$ cat config.mk
export PLATFORM = sky130hd
export DESIGN_NAME = multimode_current_regulator
export DESIGN_NICKNAME = d
export VERILOG_FILES = /design/src/sv/mcr_pkg.sv /design/src/sv/multimode_current_regulator.sv /design/src/sv/mcr_cfg.sv /design/src/sv/mcr_mac.sv
export SDC_FILE = /design/constraint.sdc
export NUM_CORES = 1
export LEC_CHECK = 0
export ABC_CLOCK_PERIOD_IN_PS = 8700
export BUFFER_PORTS_ARGS = -buffer_cell sky130_fd_sc_hd__buf_2
export CAP_MARGIN = 20
export CORE_ASPECT_RATIO = 0.6
export CORE_MARGIN = 2
export CORE_UTILIZATION = 57
export CTS_BUF_LIST = sky130_fd_sc_hd__clkbuf_4
export DETAILED_ROUTE_END_ITERATION = 8
export PLACE_DENSITY = 0.85
export SLEW_MARGIN = 20
export SYNTH_ARGS = -nofsm -noshare
export SYNTH_HDL_FRONTEND = slang
export SYNTH_SLANG_ARGS = --single-unit
$ cat constraint.sdc
create_clock -name clk -period 8.7 [get_ports clk]
set_input_delay 0.435 -clock clk [delete_from_list [all_inputs] [get_ports clk]]
set_output_delay 0.435 -clock clk [all_outputs]
set_load 0.01 [all_outputs]
$ cat src/sv/mcr_pkg.sv
`default_nettype none

package mcr_pkg;

    localparam int CFG_INDEX_W = 3;
    localparam int CFG_DATA_W  = 21;

    localparam logic [CFG_INDEX_W-1:0] REG_CONTROL_ENABLE = 3'd0;
    localparam logic [CFG_INDEX_W-1:0] REG_LOOP_MODE      = 3'd1;
    localparam logic [CFG_INDEX_W-1:0] REG_PROP_GAIN_Q8   = 3'd2;
    localparam logic [CFG_INDEX_W-1:0] REG_P_GAIN         = 3'd3;
    localparam logic [CFG_INDEX_W-1:0] REG_I_GAIN         = 3'd4;
    localparam logic [CFG_INDEX_W-1:0] REG_D_GAIN         = 3'd5;
    localparam logic [CFG_INDEX_W-1:0] REG_DUTY_LIMIT     = 3'd6;
    localparam logic [CFG_INDEX_W-1:0] REG_STEP_SIZE      = 3'd7;

    localparam logic [2:0] MODE_OPEN    = 3'd0;
    localparam logic [2:0] MODE_BANG    = 3'd1;
    localparam logic [2:0] MODE_INC     = 3'd2;
    localparam logic [2:0] MODE_PROP    = 3'd3;
    localparam logic [2:0] MODE_PID     = 3'd4;
    localparam logic [2:0] MODE_PID_ALT = 3'd5;

    localparam logic [10:0] MEAS_MAX = 11'd2047;

    // Multiply-accumulate: 24-bit multipliers taken as six radix-16 digits
    localparam int MAC_DIGITS = 6;
    localparam int MAC_CNT_W  = 3;

    typedef struct packed {
        logic               control_enable;
        logic [2:0]         loop_mode;
        logic signed [15:0] prop_gain_q8;
        logic signed [20:0] p_gain;
        logic signed [20:0] i_gain;
        logic signed [20:0] d_gain;
        logic [14:0]        duty_limit;
        logic [7:0]         step_size;
    } cfg_t;

    typedef struct packed {
        logic signed [16:0] a0;
        logic signed [16:0] a1;
        logic signed [16:0] a2;
        logic [23:0]        g0;
        logic [23:0]        g1;
        logic [23:0]        g2;
    } mac_req_t;

    typedef struct packed {
        logic               done;
        logic               sticky;
        logic signed [33:0] prod;
    } mac_rsp_t;

endpackage

`default_nettype wire

$ cat src/sv/multimode_current_regulator.sv
`default_nettype none

// Channel   Direction  Handshake             Beat
// in        sink       in_valid / in_ready   adc_sample, setpoint_ma
// out       source     out_valid / out_ready duty_value, measured_ma
// cfg       sink       cfg_write             cfg_index, cfg_data
//
// One item at a time: a new in beat is accepted only in the idle state, after
// the last item has left the finish state. Each multiply is six radix-16 digit
// steps of the shared serial MAC unit: one pass scales the sample and, in the
// proportional and PID modes, a second forms the control term. Reset (async,
// active low) sets state, duty, integ, prev and out_valid to their defaults.
// A beat waiting on out does not block the next in beat; the next result
// holds in the finish state until the output register frees up.
module multimode_current_regulator #(
    parameter int FULL_SCALE_MA = 1500
) (
    input  wire logic                               clk,
    input  wire logic                               rst_n,
    input  wire logic                               in_valid,
    output logic                                    in_ready,
    input  wire logic [15:0]                        adc_sample,
    input  wire logic [10:0]                        setpoint_ma,
    output logic                                    out_valid,
    input  wire logic                               out_ready,
    output logic [14:0]                             duty_value,
    output logic [10:0]                             measured_ma,
    input  wire logic                               cfg_write,
    input  wire logic [mcr_pkg::CFG_INDEX_W-1:0]    cfg_index,
    input  wire logic [mcr_pkg::CFG_DATA_W-1:0]     cfg_data
);
    import mcr_pkg::*;

    typedef enum logic [2:0] {
        S_IDLE,
        S_SCALE,
        S_PLAN,
        S_MUL,
        S_FINISH
    } state_t;

    cfg_t       cfg_q;
    mac_req_t   mac_req;
    mac_rsp_t   mac_rsp;
    logic       mac_start;

    state_t             state_reg, state_next;
    logic [10:0]        setp_reg, setp_next;
    logic [10:0]        meas_reg, meas_next;
    logic [14:0]        duty_reg, duty_next;
    logic signed [15:0] integ_reg, integ_next;
    logic [10:0]        prev_reg, prev_next;
    logic signed [23:0] dsum_reg, dsum_next;
    logic               out_valid_reg, out_valid_next;
    logic [14:0]        duty_out_reg, duty_out_next;
    logic [10:0]        meas_out_reg, meas_out_next;

    logic signed [11:0] err;
    logic signed [12:0] ndm;
    logic signed [16:0] isum;
    logic signed [16:0] lim17;
    logic signed [15:0] iclamp;
    logic signed [23:0] duty_ext;
    logic signed [23:0] lim_ext;
    logic signed [23:0] prod_lo;
    logic signed [23:0] prop_term;
    logic [10:0]        scaled_sat;
    logic [14:0]        dclamp;

    mcr_cfg u_cfg (
        .clk       (clk),
        .rst_n     (rst_n),
        .cfg_write (cfg_write),
        .cfg_index (cfg_index),
        .cfg_data  (cfg_data),
        .cfg       (cfg_q)
    );

    mcr_mac u_mac (
        .clk   (clk),
        .rst_n (rst_n),
        .start (mac_start),
        .req   (mac_req),
        .rsp   (mac_rsp)
    );

    assign err      = 12'(setp_reg) - 12'(meas_reg);
    assign ndm      = 13'(prev_reg) - 13'(meas_reg);
    assign isum     = 17'(integ_reg) + 17'(err);
    assign lim17    = {2'b00, cfg_q.duty_limit};
    assign duty_ext = {9'd0, duty_reg};
    assign lim_ext  = {9'd0, cfg_q.duty_limit};
    assign prod_lo  = mac_rsp.prod[23:0];

    // proportional quotient rounds toward zero
    assign prop_term = prod_lo + {23'd0, prod_lo[23] && mac_rsp.sticky};

    assign scaled_sat = (|mac_rsp.prod[33:11]) ? MEAS_MAX : mac_rsp.prod[10:0];

    always_comb
    begin
        if (isum > lim17)
        begin
            iclamp = 16'(lim17);
        end
        else if (isum < -lim17)
        begin
            iclamp = 16'(-lim17);
        end
        else
        begin
            iclamp = isum[15:0];
        end
    end

    always_comb
    begin
        if (dsum_reg[23])
        begin
            dclamp = 15'd0;
        end
        else if (dsum_reg > lim_ext)
        begin
            dclamp = cfg_q.duty_limit;
        end
        else
        begin
            dclamp = dsum_reg[14:0];
        end
    end

    always_comb
    begin
        state_next     = state_reg;
        setp_next      = setp_reg;
        meas_next      = meas_reg;
        duty_next      = duty_reg;
        integ_next     = integ_reg;
        prev_next      = prev_reg;
        dsum_next      = dsum_reg;
        out_valid_next = out_valid_reg && !out_ready;
        duty_out_next  = duty_out_reg;
        meas_out_next  = meas_out_reg;
        mac_start      = 1'b0;
        mac_req        = '0;

        case (state_reg)
            S_IDLE:
            begin
                mac_req.a0 = 17'(FULL_SCALE_MA);
                mac_req.g0 = {8'd0, adc_sample};
                if (in_valid)
                begin
                    mac_start  = 1'b1;
                    setp_next  = setpoint_ma;
                    state_next = S_SCALE;
                end
            end
            S_SCALE:
            begin
                if (mac_rsp.done)
                begin
                    meas_next  = scaled_sat;
                    state_next = S_PLAN;
                end
            end
            S_PLAN:
            begin
                state_next = S_FINISH;
                dsum_next  = duty_ext;
                if (cfg_q.control_enable)
                begin
                    case (cfg_q.loop_mode)
                        MODE_OPEN:
                        begin
                            dsum_next = duty_ext;
                        end
                        MODE_BANG:
                        begin
                            dsum_next = (meas_reg < setp_reg) ? lim_ext : 24'sd0;
                        end
                        MODE_INC:
                        begin
                            if (meas_reg < setp_reg)
                            begin
                                dsum_next = duty_ext + {16'd0, cfg_q.step_size};
                            end
                            else
                            begin
                                dsum_next = duty_ext - {16'd0, cfg_q.step_size};
                            end
                        end
                        MODE_PROP:
                        begin
                            mac_start  = 1'b1;
                            mac_req.a0 = 17'(err);
                            mac_req.g0 = {cfg_q.prop_gain_q8, 8'd0};
                            state_next = S_MUL;
                        end
                        MODE_PID, MODE_PID_ALT:
                        begin
                            mac_start  = 1'b1;
                            mac_req.a0 = 17'(err);
                            mac_req.g0 = 24'(cfg_q.p_gain);
                            mac_req.a1 = 17'(iclamp);
                            mac_req.g1 = 24'(cfg_q.i_gain);
                            mac_req.a2 = 17'(ndm);
                            mac_req.g2 = 24'(cfg_q.d_gain);
                            integ_next = iclamp;
                            prev_next  = meas_reg;
                            state_next = S_MUL;
                        end
                        default:
                        begin
                            dsum_next = duty_ext;
                        end
                    endcase
                end
            end
            S_MUL:
            begin
                if (mac_rsp.done)
                begin
                    if (cfg_q.loop_mode == MODE_PROP)
                    begin
                        dsum_next = duty_ext + prop_term;
                    end
                    else
                    begin
                        dsum_next = duty_ext + prod_lo;
                    end
                    state_next = S_FINISH;
                end
            end
            S_FINISH:
            begin
                if (!out_valid_reg || out_ready)
                begin
                    duty_next      = cfg_q.control_enable ? dclamp : duty_reg;
                    out_valid_next = 1'b1;
                    duty_out_next  = duty_next;
                    meas_out_next  = meas_reg;
                    state_next     = S_IDLE;
                end
            end
            default:
            begin
                state_next = S_IDLE;
            end
        endcase
    end

    always_ff @(posedge clk or negedge rst_n)
    begin
        if (!rst_n)
        begin
            state_reg     <= S_IDLE;
            duty_reg      <= 15'd5;
            integ_reg     <= '0;
            prev_reg      <= '0;
            out_valid_reg <= 1'b0;
        end
        else
        begin
            state_reg     <= state_next;
            duty_reg      <= duty_next;
            integ_reg     <= integ_next;
            prev_reg      <= prev_next;
            out_valid_reg <= out_valid_next;
        end
    end

    always_ff @(posedge clk)
    begin
        setp_reg     <= setp_next;
        meas_reg     <= meas_next;
        dsum_reg     <= dsum_next;
        duty_out_reg <= duty_out_next;
        meas_out_reg <= meas_out_next;
    end

    assign in_ready    = (state_reg == S_IDLE);
    assign out_valid   = out_valid_reg;
    assign duty_value  = duty_out_reg;
    assign measured_ma = meas_out_reg;

    assert property (@(posedge clk) disable iff (!rst_n)
        mac_rsp.done |-> (state_reg == S_SCALE || state_reg == S_MUL))
        else $error("MAC finished outside a wait state");

    assert property (@(posedge clk) disable iff (!rst_n)
        $rose(out_valid_reg) |-> $past(state_reg) == S_FINISH)
        else $error("result raised without a finished item");

    assert property (@(posedge clk) disable iff (!rst_n)
        (state_reg == S_FINISH && !cfg_q.control_enable && (!out_valid_reg || out_ready))
        |=> duty_reg == $past(duty_reg))
        else $error("duty changed while control disabled");

endmodule

`default_nettype wire

$ cat src/sv/mcr_cfg.sv
`default_nettype none

module mcr_cfg (
    input  wire logic                               clk,
    input  wire logic                               rst_n,
    input  wire logic                               cfg_write,
    input  wire logic [mcr_pkg::CFG_INDEX_W-1:0]    cfg_index,
    input  wire logic [mcr_pkg::CFG_DATA_W-1:0]     cfg_data,
    output mcr_pkg::cfg_t                           cfg
);
    import mcr_pkg::*;

    cfg_t cfg_reg;

    always_ff @(posedge clk or negedge rst_n)
    begin
        if (!rst_n)
        begin
            cfg_reg.control_enable <= 1'b1;
            cfg_reg.loop_mode      <= MODE_PID_ALT;
            cfg_reg.prop_gain_q8   <= 16'sd64;
            cfg_reg.p_gain         <= 21'sd65536;
            cfg_reg.i_gain         <= 21'sd0;
            cfg_reg.d_gain         <= 21'sd0;
            cfg_reg.duty_limit     <= 15'd200;
            cfg_reg.step_size      <= 8'd1;
        end
        else if (cfg_write)
        begin
            case (cfg_index)
                REG_CONTROL_ENABLE: cfg_reg.control_enable <= cfg_data[0];
                REG_LOOP_MODE:      cfg_reg.loop_mode      <= cfg_data[2:0];
                REG_PROP_GAIN_Q8:   cfg_reg.prop_gain_q8   <= cfg_data[15:0];
                REG_P_GAIN:         cfg_reg.p_gain         <= cfg_data[20:0];
                REG_I_GAIN:         cfg_reg.i_gain         <= cfg_data[20:0];
                REG_D_GAIN:         cfg_reg.d_gain         <= cfg_data[20:0];
                REG_DUTY_LIMIT:     cfg_reg.duty_limit     <= cfg_data[14:0];
                REG_STEP_SIZE:      cfg_reg.step_size      <= cfg_data[7:0];
                default:            ;
            endcase
        end
    end

    assign cfg = cfg_reg;

endmodule

`default_nettype wire

$ cat src/sv/mcr_mac.sv
`default_nettype none

// Digit-serial sum of three products a*g, multiplier digits LSB first.
// Result is floor(sum / 2^16); sticky flags nonzero bits below bit 16.
module mcr_mac (
    input  wire logic               clk,
    input  wire logic               rst_n,
    input  wire logic               start,
    input  wire mcr_pkg::mac_req_t  req,
    output mcr_pkg::mac_rsp_t       rsp
);
    import mcr_pkg::*;

    logic signed [16:0]     a0_reg, a1_reg, a2_reg;
    logic [23:0]            g0_reg, g1_reg, g2_reg;
    logic signed [25:0]     h_reg;
    logic [7:0]             low_reg;
    logic                   sticky_reg;
    logic [MAC_CNT_W-1:0]   cnt_reg;
    logic                   run_reg;
    logic                   done_reg;

    logic                   last;
    logic signed [4:0]      dig0, dig1, dig2;
    logic signed [21:0]     p0, p1, p2;
    logic signed [25:0]     t;

    assign last = (cnt_reg == MAC_CNT_W'(MAC_DIGITS - 1));

    // top digit carries the sign of the multiplier
    assign dig0 = last ? {g0_reg[3], g0_reg[3:0]} : {1'b0, g0_reg[3:0]};
    assign dig1 = last ? {g1_reg[3], g1_reg[3:0]} : {1'b0, g1_reg[3:0]};
    assign dig2 = last ? {g2_reg[3], g2_reg[3:0]} : {1'b0, g2_reg[3:0]};

    assign p0 = a0_reg * dig0;
    assign p1 = a1_reg * dig1;
    assign p2 = a2_reg * dig2;

    assign t = h_reg + 26'(p0) + 26'(p1) + 26'(p2);

    always_ff @(posedge clk or negedge rst_n)
    begin
        if (!rst_n)
        begin
            run_reg  <= 1'b0;
            done_reg <= 1'b0;
            cnt_reg  <= '0;
        end
        else
        begin
            done_reg <= run_reg && last && !start;
            if (start)
            begin
                run_reg <= 1'b1;
                cnt_reg <= '0;
            end
            else if (run_reg)
            begin
                cnt_reg <= cnt_reg + 1'b1;
                if (last)
                begin
                    run_reg <= 1'b0;
                end
            end
        end
    end

    always_ff @(posedge clk)
    begin
        if (start)
        begin
            a0_reg     <= req.a0;
            a1_reg     <= req.a1;
            a2_reg     <= req.a2;
            g0_reg     <= req.g0;
            g1_reg     <= req.g1;
            g2_reg     <= req.g2;
            h_reg      <= '0;
            sticky_reg <= 1'b0;
        end
        else if (run_reg)
        begin
            h_reg   <= t >>> 4;
            low_reg <= {t[3:0], low_reg[7:4]};
            if (cnt_reg < MAC_CNT_W'(MAC_DIGITS - 2) && t[3:0] != 4'd0)
            begin
                sticky_reg <= 1'b1;
            end
            g0_reg <= g0_reg >> 4;
            g1_reg <= g1_reg >> 4;
            g2_reg <= g2_reg >> 4;
        end
    end

    assign rsp.done   = done_reg;
    assign rsp.sticky = sticky_reg;
    assign rsp.prod   = {h_reg, low_reg};

endmodule

`default_nettype wire
==> run metrics <==
DRT Wirelength=81670 um; f_max=0.1305 GHz; Async SR Flop Fraction=43.01%; busiest grt layer=met1; vias in the first global route=22.22k; worst slew pin tran=1186 ps; clock transition at the registers of the reported paths=70 ps; Final Critical Period=7663 ps; Yosys top cell area share=19.66%; sequential area share after synthesis=35.09%; critical path arrival=8380 ps; Worst Hold Class=input port to flip-flop; met1 usage=47.52%; Core Rows=63; die extent in y=176.9 um; CTS max path bufs=3; synthesized area=28410 sq um; Core ar.=49270 sq um; crit path launch type=flip-flop; PostCTS Resize Cnt=0; grt met3 use=9.794%; via count of the routed design=21.85k; crit path max fanout=17; clock skew=83.27 ps; setup violators final=0; hpwl dp=62610 um; Post-DRT Antenna Nets=0; clock sinks=365; TritonCTS buffer count=83; largest net degree at the start of global routing=83; WL/cell=22.93 um; Initial Util=57.67%; YS warnings=0; share of cells above drive strength 1=14.91%; initial DRC count=2540; count of pins over their slew limit=0; Cells after Synth=2724; Seq cells post-synth=365; status=complete, no violations; relative slew slack=20.48%; fin crit share=88.08%; Primary FF master, synth=edfxtp_1; area added between synthesis and finish=8.879%; Worst-Skew Late Latency=830 ps; Via density=6.137; max reg flops=106; Post-CTS Hold Buffers=32; Synth cell types=87; DRC=0; met2 Use GR=46.14%; Synth Area per Inst=10.43 sq um; initial antenna violation count=1; final count of hold timing violations=0; TritonCTS clock tree=built; Post-CTS Setup Bufs=0; grt ovf=0; Synth top cells by count=inv_1 (390), fa_1 (251), nand2_1 (221); Post-synth EDFFs=186; RSZ-0062 raised after global routing=false; Root Buffer=clkbuf_4; Setup CP Type=flip-flop to flip-flop; global-route usage over all layers=32.61%; gpl congestion=1.057; top cells by area, synth=edfxtp_1 (20%), fa_1 (18%), dfrtp_1 (13%); Setup TNS=0 ps; Die X=292.2 um; drt first pass iters=6; Crit path required time=9410 ps; full die area=51700 sq um; first-pass GRT wire length=127900 um; Mapped Nets=3213; Final nets=3330; post-synth top area cell=edfxtp_1; # port buffers=83; crit end category=flip-flop; I/O pins=84; H-tree Lvls=3; max-cap violation count=0; most frequent cell after synthesis=inv_1
## cell type report
cell class	instances	area [sq um]
multi-input combinational	1859	16580
timing repair buffer	142	955.9
clock inverter	20	143.9
clock buffer	134	1006
antenna	1	2.502
inverter	390	1464
fill	3779	18330
sequential	365	9968
tap	650	813.3
## placed cells by master (no fill, tap or decap), types with 25 or more instances in the layout
cell and n:
dfrtp_1 146, buf_2 82, a21o_1 41, clkbuf_4 134, o21ai_0 93, nand3_1 34
inv_1 388, mux2i_1 29, fa_1 251, and2_1 72, xnor2_1 61, dlygate4sd3_1 32
nor3_1 31, ha_1 182, mux2_2 122, edfxtp_1 186, nand2_1 221, buf_4 25
a21oi_1 104, xor2_1 34, a211oi_1 26, nand2b_1 44, nor2_1 150, a22o_1 42
## critical path, cell delays in order, from the launching register on
cell,delay [ps]
dfrtp_1,430
ha_1,260
and3_1,180
buf_4,180
inv_1,570
nor2_1,140
fa_1,530
fa_1,440
fa_1,540
fa_1,440
fa_1,540
inv_1,60
fa_1,490
inv_1,50
ha_1,350
o21ai_0,210
nor2_1,100
o31ai_1,610
o41ai_2,280
a41o_1,320
o21a_1,190
o21a_1,190
o2111a_1,230
nor4_1,210
## cells by family after synthesis
kind of cell | count (synthesis) | synth area share, %
simple gates | 689 | 11.86
mux | 151 | 5.857
xor+xnor | 95 | 2.929
compound gates | 491 | 11.86
flops | 365 | 35.09
fa+ha+maj | 433 | 25.70
buf+inv | 500 | 6.707
## stage by stage
| stage | instances | worst slack (ps) | area [sq um] | util (%) | hold WS (ps) |
|---|---|---|---|---|---|
| floorplan | 2724 | 1842 | 28410 | - | 139.4 |
| global placement | 3373 | 1375 | 29440 | 59.76 | 309.9 |
| detailed placement | 3373 | 1195 | 29440 | 59.76 | 314.3 |
| CTS | 3559 | 1159 | 30910 | 62.74 | 0.9863 |
| global route | 3561 | 762.5 | 30930 | 62.79 | 3.963 |
| finish | 3561 | 1037 | 30930 | 62.79 | 53.55 |
## metal layers
metal	vias to the layer above	routed length, um
met3	188	10860
met5	-	181
li1	9519	-
met2	1326	33800
met4	2	2655
met1	10820	34170
## path summary, 6_finish.rpt
kind                                   from         endpoint  slack (ps)  depth (start not counted)
min reg2reg                     meas_reg[8]   measured_ma[8]         470                          0
min in group asynchronous             rst_n      prev_reg[6]          80                          2
max reg2reg                u_mac.cnt_reg[0]  u_mac.h_reg[20]        1040                         23
max                        u_mac.cnt_reg[0]  u_mac.h_reg[20]        1040                         23
max in group asynchronous             rst_n    u_cfg.cfg[20]        7530                          3
min                           adc_sample[6]  u_mac.g0_reg[6]          50                          3
Power is not shown: default switching activity piles up to over one toggle a cycle in this logic, so the estimate is an artifact.
